<file path="config.mk">
export PLATFORM = sky130hd
export DESIGN_NAME = event_camera_word_decoder
export DESIGN_NICKNAME = d
export VERILOG_FILES = /design/src/rtl/ecwd_pkg.sv /design/src/rtl/ecwd_timebase.sv /design/src/rtl/ecwd_result_reg.sv /design/src/rtl/event_camera_word_decoder.sv
export SDC_FILE = /design/constraint.sdc
export NUM_CORES = 1
export LEC_CHECK = 0
export ABC_CLOCK_PERIOD_IN_PS = 13230
export BUFFER_PORTS_ARGS = -buffer_cell sky130_fd_sc_hd__buf_2
export CAP_MARGIN = 10
export CORE_UTILIZATION = 45
export CTS_CLUSTER_SIZE = 28
export DETAILED_ROUTE_END_ITERATION = 12
export HOLD_SLACK_MARGIN = 0.05
export SETUP_SLACK_MARGIN = 0.5
export SLEW_MARGIN = 40
export SYNTH_ARGS = -nofsm -noshare
export SYNTH_HDL_FRONTEND = slang
export SYNTH_SLANG_ARGS = --single-unit
</file>
<file path="constraint.sdc">
create_clock -name clk -period 13.23 [get_ports clk]
set_clock_uncertainty 0.15 [all_clocks]
set_input_delay 1.9845 -clock clk [delete_from_list [all_inputs] [get_ports clk]]
set_output_delay 1.9845 -clock clk [all_outputs]
set_load 0.02 [all_outputs]
</file>
<file path="src/rtl/ecwd_pkg.sv">
// ----------------------------------------------------------------------------
// ecwd_pkg
// Types, codes and constants of the event-camera word decoder.
// ----------------------------------------------------------------------------
package ecwd_pkg;

  localparam int TIME_WIDTH_DEFAULT = 64;
  localparam int OUT_TIME_WIDTH     = 64;
  localparam int CFG_INDEX_WIDTH    = 2;
  localparam int CFG_DATA_WIDTH     = 13;
  localparam int ADDR_WIDTH         = 12;

  localparam logic [CFG_DATA_WIDTH-1:0] COLUMNS_RESET = 13'd346;
  localparam logic [CFG_DATA_WIDTH-1:0] ROWS_RESET    = 13'd260;

  localparam logic [ADDR_WIDTH-1:0] SPECIAL_CLEAR_TIME = 12'h001;

  typedef enum logic [2:0] {
    CODE_SPECIAL = 3'd0,
    CODE_Y       = 3'd1,
    CODE_X_DEC   = 3'd2,
    CODE_X_INC   = 3'd3,
    CODE_APS     = 3'd4,
    CODE_MISC8   = 3'd5,
    CODE_MISC10  = 3'd6,
    CODE_WRAP    = 3'd7
  } word_code_t;

  typedef enum logic [CFG_INDEX_WIDTH-1:0] {
    REG_COLUMNS = 2'd0,
    REG_ROWS    = 2'd1,
    REG_SWAP    = 2'd2
  } reg_index_t;

  // Time-base update request from the decoder.
  typedef struct packed {
    logic        clear;
    logic        ts_load;
    logic        wrap_load;
    logic [14:0] ts_low;
    logic [11:0] wrap_count;
  } time_ctl_t;

  // One polarity event as held in the result register.
  typedef struct packed {
    logic [ADDR_WIDTH-1:0]     x;
    logic [ADDR_WIDTH-1:0]     y;
    logic                      polarity;
    logic [OUT_TIME_WIDTH-1:0] stamp;
  } event_t;

endpackage

</file>
<file path="src/rtl/ecwd_timebase.sv">
// ----------------------------------------------------------------------------
// ecwd_timebase
// Wrap base, current time and zero point; gives the rebased event time.
// ----------------------------------------------------------------------------
module ecwd_timebase #(
  parameter int TIME_WIDTH = ecwd_pkg::TIME_WIDTH_DEFAULT
) (
  input  logic                                     clk,
  input  logic                                     rst,
  input  ecwd_pkg::time_ctl_t                      ctl,
  output logic                                     time_valid,
  output logic [ecwd_pkg::OUT_TIME_WIDTH-1:0]      rebased
);
  import ecwd_pkg::*;

  logic [TIME_WIDTH-1:0] wrap_base;
  logic [TIME_WIDTH-1:0] current_time;
  logic [TIME_WIDTH-1:0] time_zero;
  logic [TIME_WIDTH-1:0] ts_sum;
  logic [TIME_WIDTH-1:0] wrap_sum;
  logic [TIME_WIDTH-1:0] diff;

  assign ts_sum   = wrap_base + TIME_WIDTH'(ctl.ts_low);
  assign wrap_sum = wrap_base + TIME_WIDTH'({ctl.wrap_count, 15'd0});
  assign diff     = current_time - time_zero;
  assign rebased  = OUT_TIME_WIDTH'(signed'(diff));

  always_ff @(posedge clk) begin
    if (rst) begin
      time_valid   <= 1'b0;
      time_zero    <= '0;
      wrap_base    <= '0;
      current_time <= '0;
    end else if (ctl.clear) begin
      time_valid   <= 1'b0;
      wrap_base    <= '0;
      current_time <= '0;
    end else if (ctl.ts_load) begin
      current_time <= ts_sum;
      if (!time_valid) begin
        time_valid <= 1'b1;
        time_zero  <= ts_sum;
      end
    end else if (ctl.wrap_load) begin
      wrap_base    <= wrap_sum;
      current_time <= wrap_sum;
      if (!time_valid) begin
        time_valid <= 1'b1;
        time_zero  <= wrap_sum;
      end
    end
  end

endmodule

</file>
<file path="src/rtl/ecwd_result_reg.sv">
// ----------------------------------------------------------------------------
// ecwd_result_reg
// Output register holding one event until the consumer takes it.
// ----------------------------------------------------------------------------
module ecwd_result_reg (
  input  logic             clk,
  input  logic             rst,
  input  logic             load,
  input  ecwd_pkg::event_t load_event,
  input  logic             ready,
  output logic             valid,
  output ecwd_pkg::event_t held_event
);
  import ecwd_pkg::*;

  always_ff @(posedge clk) begin
    if (rst) begin
      valid <= 1'b0;
    end else if (load) begin
      valid <= 1'b1;
    end else if (ready) begin
      valid <= 1'b0;
    end
  end

  always_ff @(posedge clk) begin
    if (load) begin
      held_event <= load_event;
    end
  end

endmodule

</file>
<file path="src/rtl/event_camera_word_decoder.sv">
// ----------------------------------------------------------------------------
// event_camera_word_decoder
// Decodes a 16-bit event-camera address-event stream into polarity events.
// ----------------------------------------------------------------------------
//
//  channel  | signals                                  | direction
//  ---------+------------------------------------------+----------
//  word     | word_valid, word_ready, word             | in
//  event    | event_valid, event_ready, event_x,       | out
//           | event_y, polarity, event_time            |
//  config   | cfg_write, cfg_index, cfg_data           | in
//
//  One word per cycle sustained unless an event waits on a full result
//  register. A word is held in the input register, is decoded there and
//  updates the time base, and its event is loaded into the result register.
//  The time base holds three TIME_WIDTH-bit adders working in parallel.
//  rst is synchronous and clears control and time state and the config registers.
//  A stalled event holds only an emitting X word, and the words behind it.
// ----------------------------------------------------------------------------
module event_camera_word_decoder #(
  parameter int TIME_WIDTH = ecwd_pkg::TIME_WIDTH_DEFAULT
) (
  input  logic                                   clk,
  input  logic                                   rst,
  input  logic                                   cfg_write,
  input  logic [ecwd_pkg::CFG_INDEX_WIDTH-1:0]   cfg_index,
  input  logic [ecwd_pkg::CFG_DATA_WIDTH-1:0]    cfg_data,
  input  logic                                   word_valid,
  output logic                                   word_ready,
  input  logic [15:0]                            word,
  output logic                                   event_valid,
  input  logic                                   event_ready,
  output logic [ecwd_pkg::ADDR_WIDTH-1:0]        event_x,
  output logic [ecwd_pkg::ADDR_WIDTH-1:0]        event_y,
  output logic                                   polarity,
  output logic signed [ecwd_pkg::OUT_TIME_WIDTH-1:0] event_time
);
  import ecwd_pkg::*;

  // Configuration registers
  logic [CFG_DATA_WIDTH-1:0] sensor_columns;
  logic [CFG_DATA_WIDTH-1:0] sensor_rows;
  logic                      swap_axes;

  // Input register
  logic        word_full;
  logic [15:0] word_q;

  // Row latched by the last Y word
  logic [ADDR_WIDTH-1:0] latched_row;

  word_code_t            code;
  logic [ADDR_WIDTH-1:0] data;
  logic                  is_stamp;
  logic                  is_x;
  logic                  emit;
  logic                  step;
  logic                  result_free;
  logic                  time_valid;
  logic [OUT_TIME_WIDTH-1:0] rebased;
  time_ctl_t             ctl;
  event_t                new_event;
  event_t                held_event;

  // Write the configuration registers; unknown indexes are dropped.
  always_ff @(posedge clk) begin
    if (rst) begin
      sensor_columns <= COLUMNS_RESET;
      sensor_rows    <= ROWS_RESET;
      swap_axes      <= 1'b0;
    end else if (cfg_write) begin
      unique case (cfg_index)
        REG_COLUMNS: sensor_columns <= cfg_data;
        REG_ROWS:    sensor_rows    <= cfg_data;
        REG_SWAP:    swap_axes      <= cfg_data[0];
        default:     ;
      endcase
    end
  end

  // Split the held word into its fields.
  assign is_stamp = word_q[15];
  assign code     = word_code_t'(word_q[14:12]);
  assign data     = word_q[11:0];

  // Only X words produce a transaction.
  assign is_x = !is_stamp && (code inside {CODE_X_DEC, CODE_X_INC});

  // Decode: every word other than an X word only touches state and so
  // never waits on the output side.
  always_comb begin
    ctl            = '0;
    ctl.ts_low     = word_q[14:0];
    ctl.wrap_count = data;
    if (is_stamp) begin
      ctl.ts_load = step;
    end else begin
      unique case (code)
        CODE_SPECIAL:          ctl.clear     = step && (data == SPECIAL_CLEAR_TIME);
        CODE_WRAP:             ctl.wrap_load = step;
        default:               ;
      endcase
    end
  end

  // Range check against the configured sensor size, before any swap.
  assign emit = word_full && is_x && time_valid
             && ({1'b0, data} < sensor_columns)
             && ({1'b0, latched_row} < sensor_rows);

  // Advance the held word unless it carries an event and the result
  // register is still occupied.
  assign result_free = !event_valid || event_ready;
  assign step        = word_full && (!emit || result_free);
  assign word_ready  = !word_full || step;

  always_ff @(posedge clk) begin
    if (rst) begin
      word_full <= 1'b0;
    end else if (word_ready) begin
      word_full <= word_valid;
    end
  end

  always_ff @(posedge clk) begin
    if (word_valid && word_ready) begin
      word_q <= word;
    end
  end

  // Latch the row on a Y word.
  always_ff @(posedge clk) begin
    if (rst) begin
      latched_row <= '0;
    end else if (step && !is_stamp && code == CODE_Y) begin
      latched_row <= data;
    end
  end

  ecwd_timebase #(
    .TIME_WIDTH (TIME_WIDTH)
  ) u_timebase (
    .clk        (clk),
    .rst        (rst),
    .ctl        (ctl),
    .time_valid (time_valid),
    .rebased    (rebased)
  );

  // Build the event, swapping the axes if asked to.
  always_comb begin
    new_event.x        = swap_axes ? latched_row : data;
    new_event.y        = swap_axes ? data : latched_row;
    new_event.polarity = word_q[12];
    new_event.stamp    = rebased;
  end

  ecwd_result_reg u_result (
    .clk        (clk),
    .rst        (rst),
    .load       (step && emit),
    .load_event (new_event),
    .ready      (event_ready),
    .valid      (event_valid),
    .held_event (held_event)
  );

  assign event_x    = held_event.x;
  assign event_y    = held_event.y;
  assign polarity   = held_event.polarity;
  assign event_time = signed'(held_event.stamp);

endmodule

</file>
Yosys cells after proc, flatten, opt, wreduce, memory -nomap -nowiden
Index checks and enable logic that the tools add are counted.
W data, S select, Z words.
Cells by class
  add/sub/neg operators: 3
  magnitude comparators: 2
  eq/ne operators: 7
  mux-type cells: 17
  bitwise gates (word level): 3
  reductions and logical operators: 29
Operators with widths (count)
  $mux W64: 6
  $add A64 B15 Y64: 1
  $add A64 B27 Y64: 1
  $sub A64 B64 Y64: 1
  $lt A12 B13 Y1: 2
  $mux W12: 2
  $eq A12 B1 Y1 const B: 1
  $logic_and A1 B1 Y1: 11
  $mux W1: 9
  $reduce_and A2 Y1: 4
  $eq A3 B2 Y1 const B: 2
  $reduce_bool A2 Y1: 3
  $logic_not A1 Y1: 4
  $eq A3 B1 Y1 const B: 1
  $eq A3 B3 Y1 const B: 1
  $logic_not A3 Y1: 1
  $logic_or A1 B1 Y1: 3
  $not A1 Y1: 3
  $reduce_and A3 Y1: 1
  $eq A2 B1 Y1 const B: 1
  $eq A2 B2 Y1 const B: 1
  $logic_not A2 Y1: 1
  $reduce_or A2 Y1: 1
Word-level totals
  register bits: 339
  output and inout port bits: 91
  word-level logic and storage cells: 76

Longest topological paths before layout
Gate-level depths: netlist (run 1).
  depth in word-level cells: 15
  mapped depth: 14
  gate-level depth less buffers: 12

Hierarchy
From an unflattened synthesis (run 1), not the netlist that was laid out.
Second synthesis, totals
  cells, all modules: 2066
  area total of the unflattened synthesis: 18147.4 um^2
By module, submodules not included
  ecwd_timebase: times used 1, cells an instance 1677, area an instance 12534.5 um^2, sequential area each 3563.4 um^2
  event_camera_word_decoder: times used 1, cells an instance 296, area an instance 2901.5 um^2, sequential area each 1281.2 um^2
  ecwd_result_reg: times used 1, cells an instance 93, area an instance 2711.4 um^2, sequential area each 2692.6 um^2

Worst setup path before layout (run 1)
OpenSTA, ideal clock, no wires.
  kind: input to register
  start point: input port event_ready
  end point: register, netlist name u_result.held_event[0]
  setup time: 0.537 ns
  arrival time: 5.761 ns
  setup slack: 6.781 ns
  cell stages on the path: 2
  buffers on the path: 0
  cell sequence: nor2b_1 -> nor2_1
On the way
  word-level cells in the longest chain between the ends: 4
RTL lines
  start, declared: line event_camera_word_decoder.sv:32  | input logic event_ready,
  $logic_or A1 B1 Y1: line event_camera_word_decoder.sv:113  | assign result_free = !event_valid || event_ready;
  $logic_or A1 B1 Y1: line event_camera_word_decoder.sv:114  | assign step = word_full && (!emit || result_free);
  $logic_and A1 B1 Y1: line event_camera_word_decoder.sv:114
  $logic_and A1 B1 Y1: line event_camera_word_decoder.sv:161  | .load (step && emit),
  named net u_result.load: line ecwd_result_reg.sv:8  | input logic load,
The timed path passes the listed nets, and every way through them passes these cells.
A chain may end at the register's enable or synchronous reset.

Final worst setup path (run 1)
  start point: input port event_ready
  end point: output port word_ready
On the way
  word-level cells in the longest chain between the ends: 4
RTL lines
  $logic_or A1 B1 Y1: line event_camera_word_decoder.sv:113
  $logic_or A1 B1 Y1: line event_camera_word_decoder.sv:114
  $logic_and A1 B1 Y1: line event_camera_word_decoder.sv:114
  $logic_or A1 B1 Y1: line event_camera_word_decoder.sv:115  | assign word_ready = !word_full || step;
  end, declared: line event_camera_word_decoder.sv:29  | output logic word_ready,
Every way passes these cells.

==> results of run 1 <==
## stage by stage
step           instances  utilization  power, mW
2_1_floorplan       2040            -       1.44
3_3_place_gp        2572        0.481       1.55
3_5_place_dp        2573        0.483       1.56
4_1_cts             2641        0.513       2.57
5_1_grt             2641        0.514       2.67
6_report            2641        0.514       2.55
## how the worst max path moves through the flow
stage | startpoint | end | slack [ns] | cells after the start
3_5_place_dp | event_ready | word_ready | 7.83 | 6
5_1_grt | event_ready | word_ready | 7.74 | 6
6_report | event_ready | word_ready | 7.87 | 6
2_1_floorplan | event_ready | u_result.held_event[0] | 6.78 | 2
3_3_place_gp | event_ready | word_ready | 7.82 | 6
4_1_cts | event_ready | word_ready | 7.82 | 6
## registers in the layout, summed over array words and instances, names as in the netlist
register,flops
u_result.held_event,89
u_timebase.time_zero,64
swap_axes,1
word_q,16
latched_row,12
u_timebase.wrap_base,49
sensor_rows,13
sensor_columns,13
u_timebase.current_time,64
word_full,1
u_result.valid,1
u_timebase.time_valid,1
## worst reg2reg max path: cells and delay by family, from the launching register on
kind            cells  cell delay [ns]
buf+inv             1             0.07
simple gates        3             0.91
compound gates      5             1.39
flops               1             0.64
fa+ha+maj           2             0.72
xor+xnor            1             0.18
## layout by cell type, fill, tap and decap left out, types with 6 or more instances in the layout
master and count:
edfxtp_1 105, nor2b_1 15, nand4_1 35, xor2_1 58, buf_2 125, a21o_1 47, a22oi_1 16, nor2_1 259
a21oi_1 167, nand2b_1 9, inv_1 113, dfxtp_1 218, clkbuf_1 7, nand2_1 226, or2_2 6, ha_1 97
a211oi_1 71, o21ai_0 63, or3_1 10, o21a_1 10, o21ai_1 8, o31ai_1 7, a211o_1 6, mux2i_1 13
buf_4 8, nand3_1 51, o21bai_1 17, a31oi_1 7, nor3_1 34, nor4_1 8, clkbuf_16 38, xnor2_1 77
and3_1 16, and2_1 8, mux2_2 23, a311oi_1 13
## cells by family after synthesis
| kind of cell | share of synthesized area |
|---|---|
| mux | 0.0218 |
| xor+xnor | 0.0663 |
| compound gates | 0.181 |
| simple gates | 0.186 |
| flops | 0.422 |
| fa+ha+maj | 0.0703 |
| buf+inv | 0.0519 |
## metal layers
layer / track usage / vias up
met5: 0 / -
met1: 0.360 / 6792
met3: 0.0364 / 64
met2: 0.341 / 394
met4: 0.0646 / 0
li1: - / 7296
## final cells by class
type | instances | share of cell area
multi-input combinational | 1481 | 0.472
sequential | 324 | 0.377
clock buffer | 48 | 0.0510
timing repair buffer | 137 | 0.0374
tap | 518 | 0.0324
inverter | 113 | 0.0212
clock inverter | 20 | 0.00908
## power groups by stage
stage | logic, mW | registers (mW) | clock network, mW
global placement | 0.435 | 1.12 | 0
detailed placement | 0.438 | 1.12 | 0
finish | 0.442 | 1.10 | 1.01
global route | 0.494 | 1.10 | 1.08
floorplan | 0.337 | 1.10 | 0
CTS | 0.441 | 1.10 | 1.04
==> metrics.cfg, run 1 <==
[outcome]
status=finished, final reports clean

[floorplan]
die_w_um=201
coreArea_um2=38900
rows=72
initial_core_util=0.458
die_h_um=201
die-area_um2=40500
pin_count=127

[worst_setup_path]
cp_cell_sequence=buf_2 -> nor2b_1 -> o2111ai_1 -> a211oi_2 -> inv_1 -> buf_2
cp_slowest_stage_delay_ns=0.40
start_kind=input port
worstPathArrival_ns=3.23
r2r_slack_ns=9.07
cp_top_family=compound AO/OA/AOI/OAI gates
crit_buf_inv=3
crit_path_frequent_cell=buf_2
crit_required_ns=11.10
timing.rr.start=word_q[0]
end_kind=output port
r2r_cells=12
critical_path_class=in -> out
path_max_fanout=4
slowest_stage=a211oi_2
r2r-end=u_timebase.time_zero[59]

[grt]
grt_usage=0.236
antenna_found_initial=0
grt_pass1_wl_um=76000
grt_overflow_total=0
grt_max_degree=84
grt_pass1_vias=13600

[drt]
wl_met1_um=24500
drcViolationCount=0
firstDrtPassIters=5
viasPerCell=5.51
routed.top_layer=met4
avgRoutedWirePerCell_um=18.0
drt_iter0_markers=1063
via_count=14500
routed_wl_um=47600
wl_met3_um=2540
ant_nets=0
met2_wirelength_um=19500

[min_path]
whs_endpoint=sensor_columns[0]
min_path_cells=2
worstHoldStart=sensor_columns[0]
hold_class=reg -> reg

[cells_and_area]
nets=2230
final_cell_area_um2=20000
syn2layout_area_growth_pct=12.0
drive_above_1_share=0.126
multiInputGateArea_um2=9430
insertedDiodeCount=0
seq_area_um2=7540
fillCellCount=3748

[logic_synthesis]
yosysWarnings=0
synth_async_sr_flop_share=0
synth_nets=2175
synth_area_um2=17800
avgSynthCellArea_um2=8.75
synth_top_area_share=0.246
syn_inst=2040
ys_top_cells_by_count=nor2_1 (261), nand2_1 (226), dfxtp_1 (219)
synthTopCellsByArea=dfxtp_1 (25%), edfxtp_1 (18%), ha_1 (6.8%)
ys_seq_area_frac=0.422
synth_edf_count=105
ys.flop_type=dfxtp_1
yosysMostFrequentCell=nor2_1
synth_cell_types=81
synth_area_leader_cell=dfxtp_1
ys_seq_elements=324

[timing]
hold_viol=0
finalSetupViolCount=0
finalCriticalPeriod_ns=5.36
finalMaxSlewViolations=0
finalWorstSetupSlack_ns=7.87
rsz0062_at_grt=false
relSlewSlack=0.469
setup_tns_ns=0
max_freq_ghz=0.187
fin_crit_sh=0.405
fin_hold_ws_ns=0.300
tightestPinTransition_ns=0.795

[run]
max-cap-violations=0

[pwr]
internal-power_mw=1.84
combPwrFrac=0.173
netSwitchingFraction=0.281
seqPwrFrac=0.430
vdd_ir_drop_max_mv=0.129
total_leakage_power_nw=7.85
p_per_area_nw_per_um2=128
p_clk_frac=0.397
p_switching_uw=716

[placement]
placed_cell_area_um2=18800
dpl_worst_slack_ns=7.83
hpwlAfterDp_um=34500
globalplace.congestion=0.881
portBuffers=126

[clocking]
clock_path_buffers=3
root_buffer=clkbuf_16
cts_sinks=324
cts.repair.resized=0
ctsHoldBuffers=0
clk_latency_ns=0.56
tritoncts=done
numCtsBuffers=38
clkTransAtPathRegs_ns=0.06
postCtsSetupBuffers=0
cts_max_level=2

Power figures use the tool's default switching activity.
==> run 2: changes to the inputs <==
--- a/config.mk
+++ b/config.mk
@@ -5,7 +5,7 @@
 export SDC_FILE = /design/constraint.sdc
 export NUM_CORES = 1
 export LEC_CHECK = 0
-export ABC_CLOCK_PERIOD_IN_PS = 13230
+export ABC_CLOCK_PERIOD_IN_PS = 4500
 export BUFFER_PORTS_ARGS = -buffer_cell sky130_fd_sc_hd__buf_2
 export CAP_MARGIN = 10
 export CORE_UTILIZATION = 45
==> constraint.sdc (replaced) <==
create_clock -name clk -period 4.5 [get_ports clk]
set_clock_uncertainty 0.15 [all_clocks]
set_input_delay 0.675 -clock clk [delete_from_list [all_inputs] [get_ports clk]]
set_output_delay 0.675 -clock clk [all_outputs]
set_load 0.02 [all_outputs]
==> run 2 against run 1 <==
  * Clock-buffer cell count up 3
  * Cell area up 0.73%
  * Worst hold slack worse by 0.16 ns
  * Critical endpoint unchanged
==> metrics.cfg, run 2 (synthesis results as in run 1) <==
[cells_and_area]
final_cell_mix=nor2_1 (259), nand2_1 (226), dfxtp_1 (218)
syn2layout_area_growth_pct=12.8
drive_above_1_share=0.134  ; +0.00760
largestRegisters=u_result.held_event x89, u_timebase.current_time x64, u_timebase.time_zero x64
nets=2245  ; +0.67%
fin_cells=2655  ; +0.53%
regMostFlops=u_result.held_event
largest_reg_flops=89  ; unchanged
fillCellCount=3756  ; +0.21%
mostFrequentLayoutCell=nor2_1
seq_area_um2=7540  ; unchanged
insertedDiodeCount=0  ; unchanged
final_cell_area_um2=20100  ; +0.73%
multiInputGateArea_um2=9430  ; unchanged

[timing]
finalSetupViolCount=0  ; unchanged
hold_viol=0  ; unchanged
max_freq_ghz=0.269
tightestPinTransition_ns=0.783  ; -0.0124 ns
fin_crit_sh=0.826
finalMaxSlewViolations=0  ; unchanged
finalCriticalPeriod_ns=3.72
relSlewSlack=0.478  ; +0.00950
fin_hold_ws_ns=0.138  ; -0.162 ns
setup_tns_ns=0  ; unchanged
rsz0062_at_grt=false

[pwr]
total_power_mw=7.52  ; +190%
seqPwrFrac=0.428  ; -0.002
total_leakage_power_nw=7.95  ; +1.3%
vdd_ir_drop_max_mv=0.220  ; +71%
p_switching_mw=2.09  ; +190%
p_per_area_nw_per_um2=373  ; +190%
p_clk_frac=0.396  ; about the same
netSwitchingFraction=0.278  ; -0.00294
combPwrFrac=0.176  ; +0.003
internal-power_mw=5.43  ; +200%

[clocking]
clock_path_buffers=3  ; unchanged
tritoncts=done
root_buffer=clkbuf_16
numCtsBuffers=37  ; -2.6%
cts_sinks=324  ; unchanged
cts.repair.resized=0  ; unchanged
clk_latency_ns=0.57  ; about the same
cts_max_level=2  ; unchanged
clkTransAtPathRegs_ns=0.06  ; about the same

[grt]
antenna_found_initial=0  ; unchanged
grt_pass1_vias=13800  ; +1.7%
grt_overflow_total=0  ; unchanged
grt_pass1_wl_um=77300  ; +1.8%
grt_max_degree=84  ; unchanged
grt_usage=0.241  ; +0.00464

[drt]
viasPerCell=5.54  ; +0.53%
routed_wl_um=48900  ; +2.7%
firstDrtPassIters=7  ; +2
avgRoutedWirePerCell_um=18.4  ; +2.2%
drcViolationCount=0  ; unchanged
drt_iter0_markers=1001  ; -5.8%
via_count=14700  ; +1.1%
ant_nets=0  ; unchanged

[min_path]
hold_class=in -> reg

[placement]
placed_cell_area_um2=18900  ; +0.75%
portBuffers=126  ; unchanged
dp_cells=2587  ; +0.54%
globalplace.congestion=0.875  ; -0.70%
hpwlAfterDp_um=36100  ; +4.6%

[floorplan]
initial_core_util=0.458  ; unchanged
die_h_um=201  ; unchanged
rows=72  ; unchanged
coreArea_um2=38900  ; unchanged
pin_count=127  ; unchanged
die_w_um=201  ; unchanged
die-area_um2=40500  ; unchanged

[worst_setup_path]
worstPathArrival_ns=2.89  ; -0.34 ns
critical_path_class=reg -> out
path_max_fanout=8  ; +4
crit_required_ns=3.67  ; -7.43 ns
start_kind=flop
end_kind=output port

[run]
max-cap-violations=0  ; unchanged

[outcome]
status=finished, final reports clean

[run 2: final cells by class]
class                      instances  area share
sequential                       324       0.374
multi-input combinational       1481       0.468
clock inverter                    15     0.00739
clock buffer                      51      0.0522
timing repair buffer             153      0.0443
inverter                         113      0.0211
tap                              518      0.0322
[run 2: final timing paths]
path | slack (ns) | startpoint | depth (start not counted) | end
worst max-delay path | 0.78 | word_q[11] | 8 | word_ready
worst min register to register | 0.30 | u_timebase.time_zero[16] | 2 | u_timebase.time_zero[16]
worst max register to register | 0.84 | word_q[11] | 11 | u_timebase.current_time[50]
worst min-delay path | 0.14 | word[9] | 1 | word_q[9]
[run 2: stage by stage]
step	setup slack, ns	util
finish	0.782	0.517
global placement	1.00	0.485
CTS	0.670	0.517
floorplan	1.09	-
global route	0.548	0.517
detailed placement	0.783	0.486
[run 2: timing repair]
item | in CTS | in global routing
setup buffers | 0 | 2
hold buffers | 0 | 0
endpoints found under the setup margin | 0 | 1
[run 2: power groups by stage]
| stage | Sequential, mW | Clock (mW) | Combinational, mW |
|---|---|---|---|
| CTS | 3.21 | 3.05 | 1.32 |
| detailed placement | 3.28 | 0 | 1.31 |
| finish | 3.21 | 2.98 | 1.33 |
| global placement | 3.27 | 0 | 1.30 |
| global route | 3.22 | 3.16 | 1.47 |
| floorplan | 3.25 | 0 | 0.989 |
[run 2: worst max-delay path: stages (launching register included)]
cell,delay (ns)
edfxtp_1,0.55
ha_1,0.34
nor2b_1,0.14
nor2b_1,0.13
nor4_2,0.35
o2111ai_1,0.18
a211oi_2,0.39
inv_1,0.11
buf_2,0.18
[run 2: metal layers]
layer	share of wire	vias up	GRT usage
li1	-	7340	-
met1	0.52	6873	0.374
met2	0.41	427	0.340
met3	0.057	60	0.0353
met4	0.019	0	0.0690
met5	0	-	0
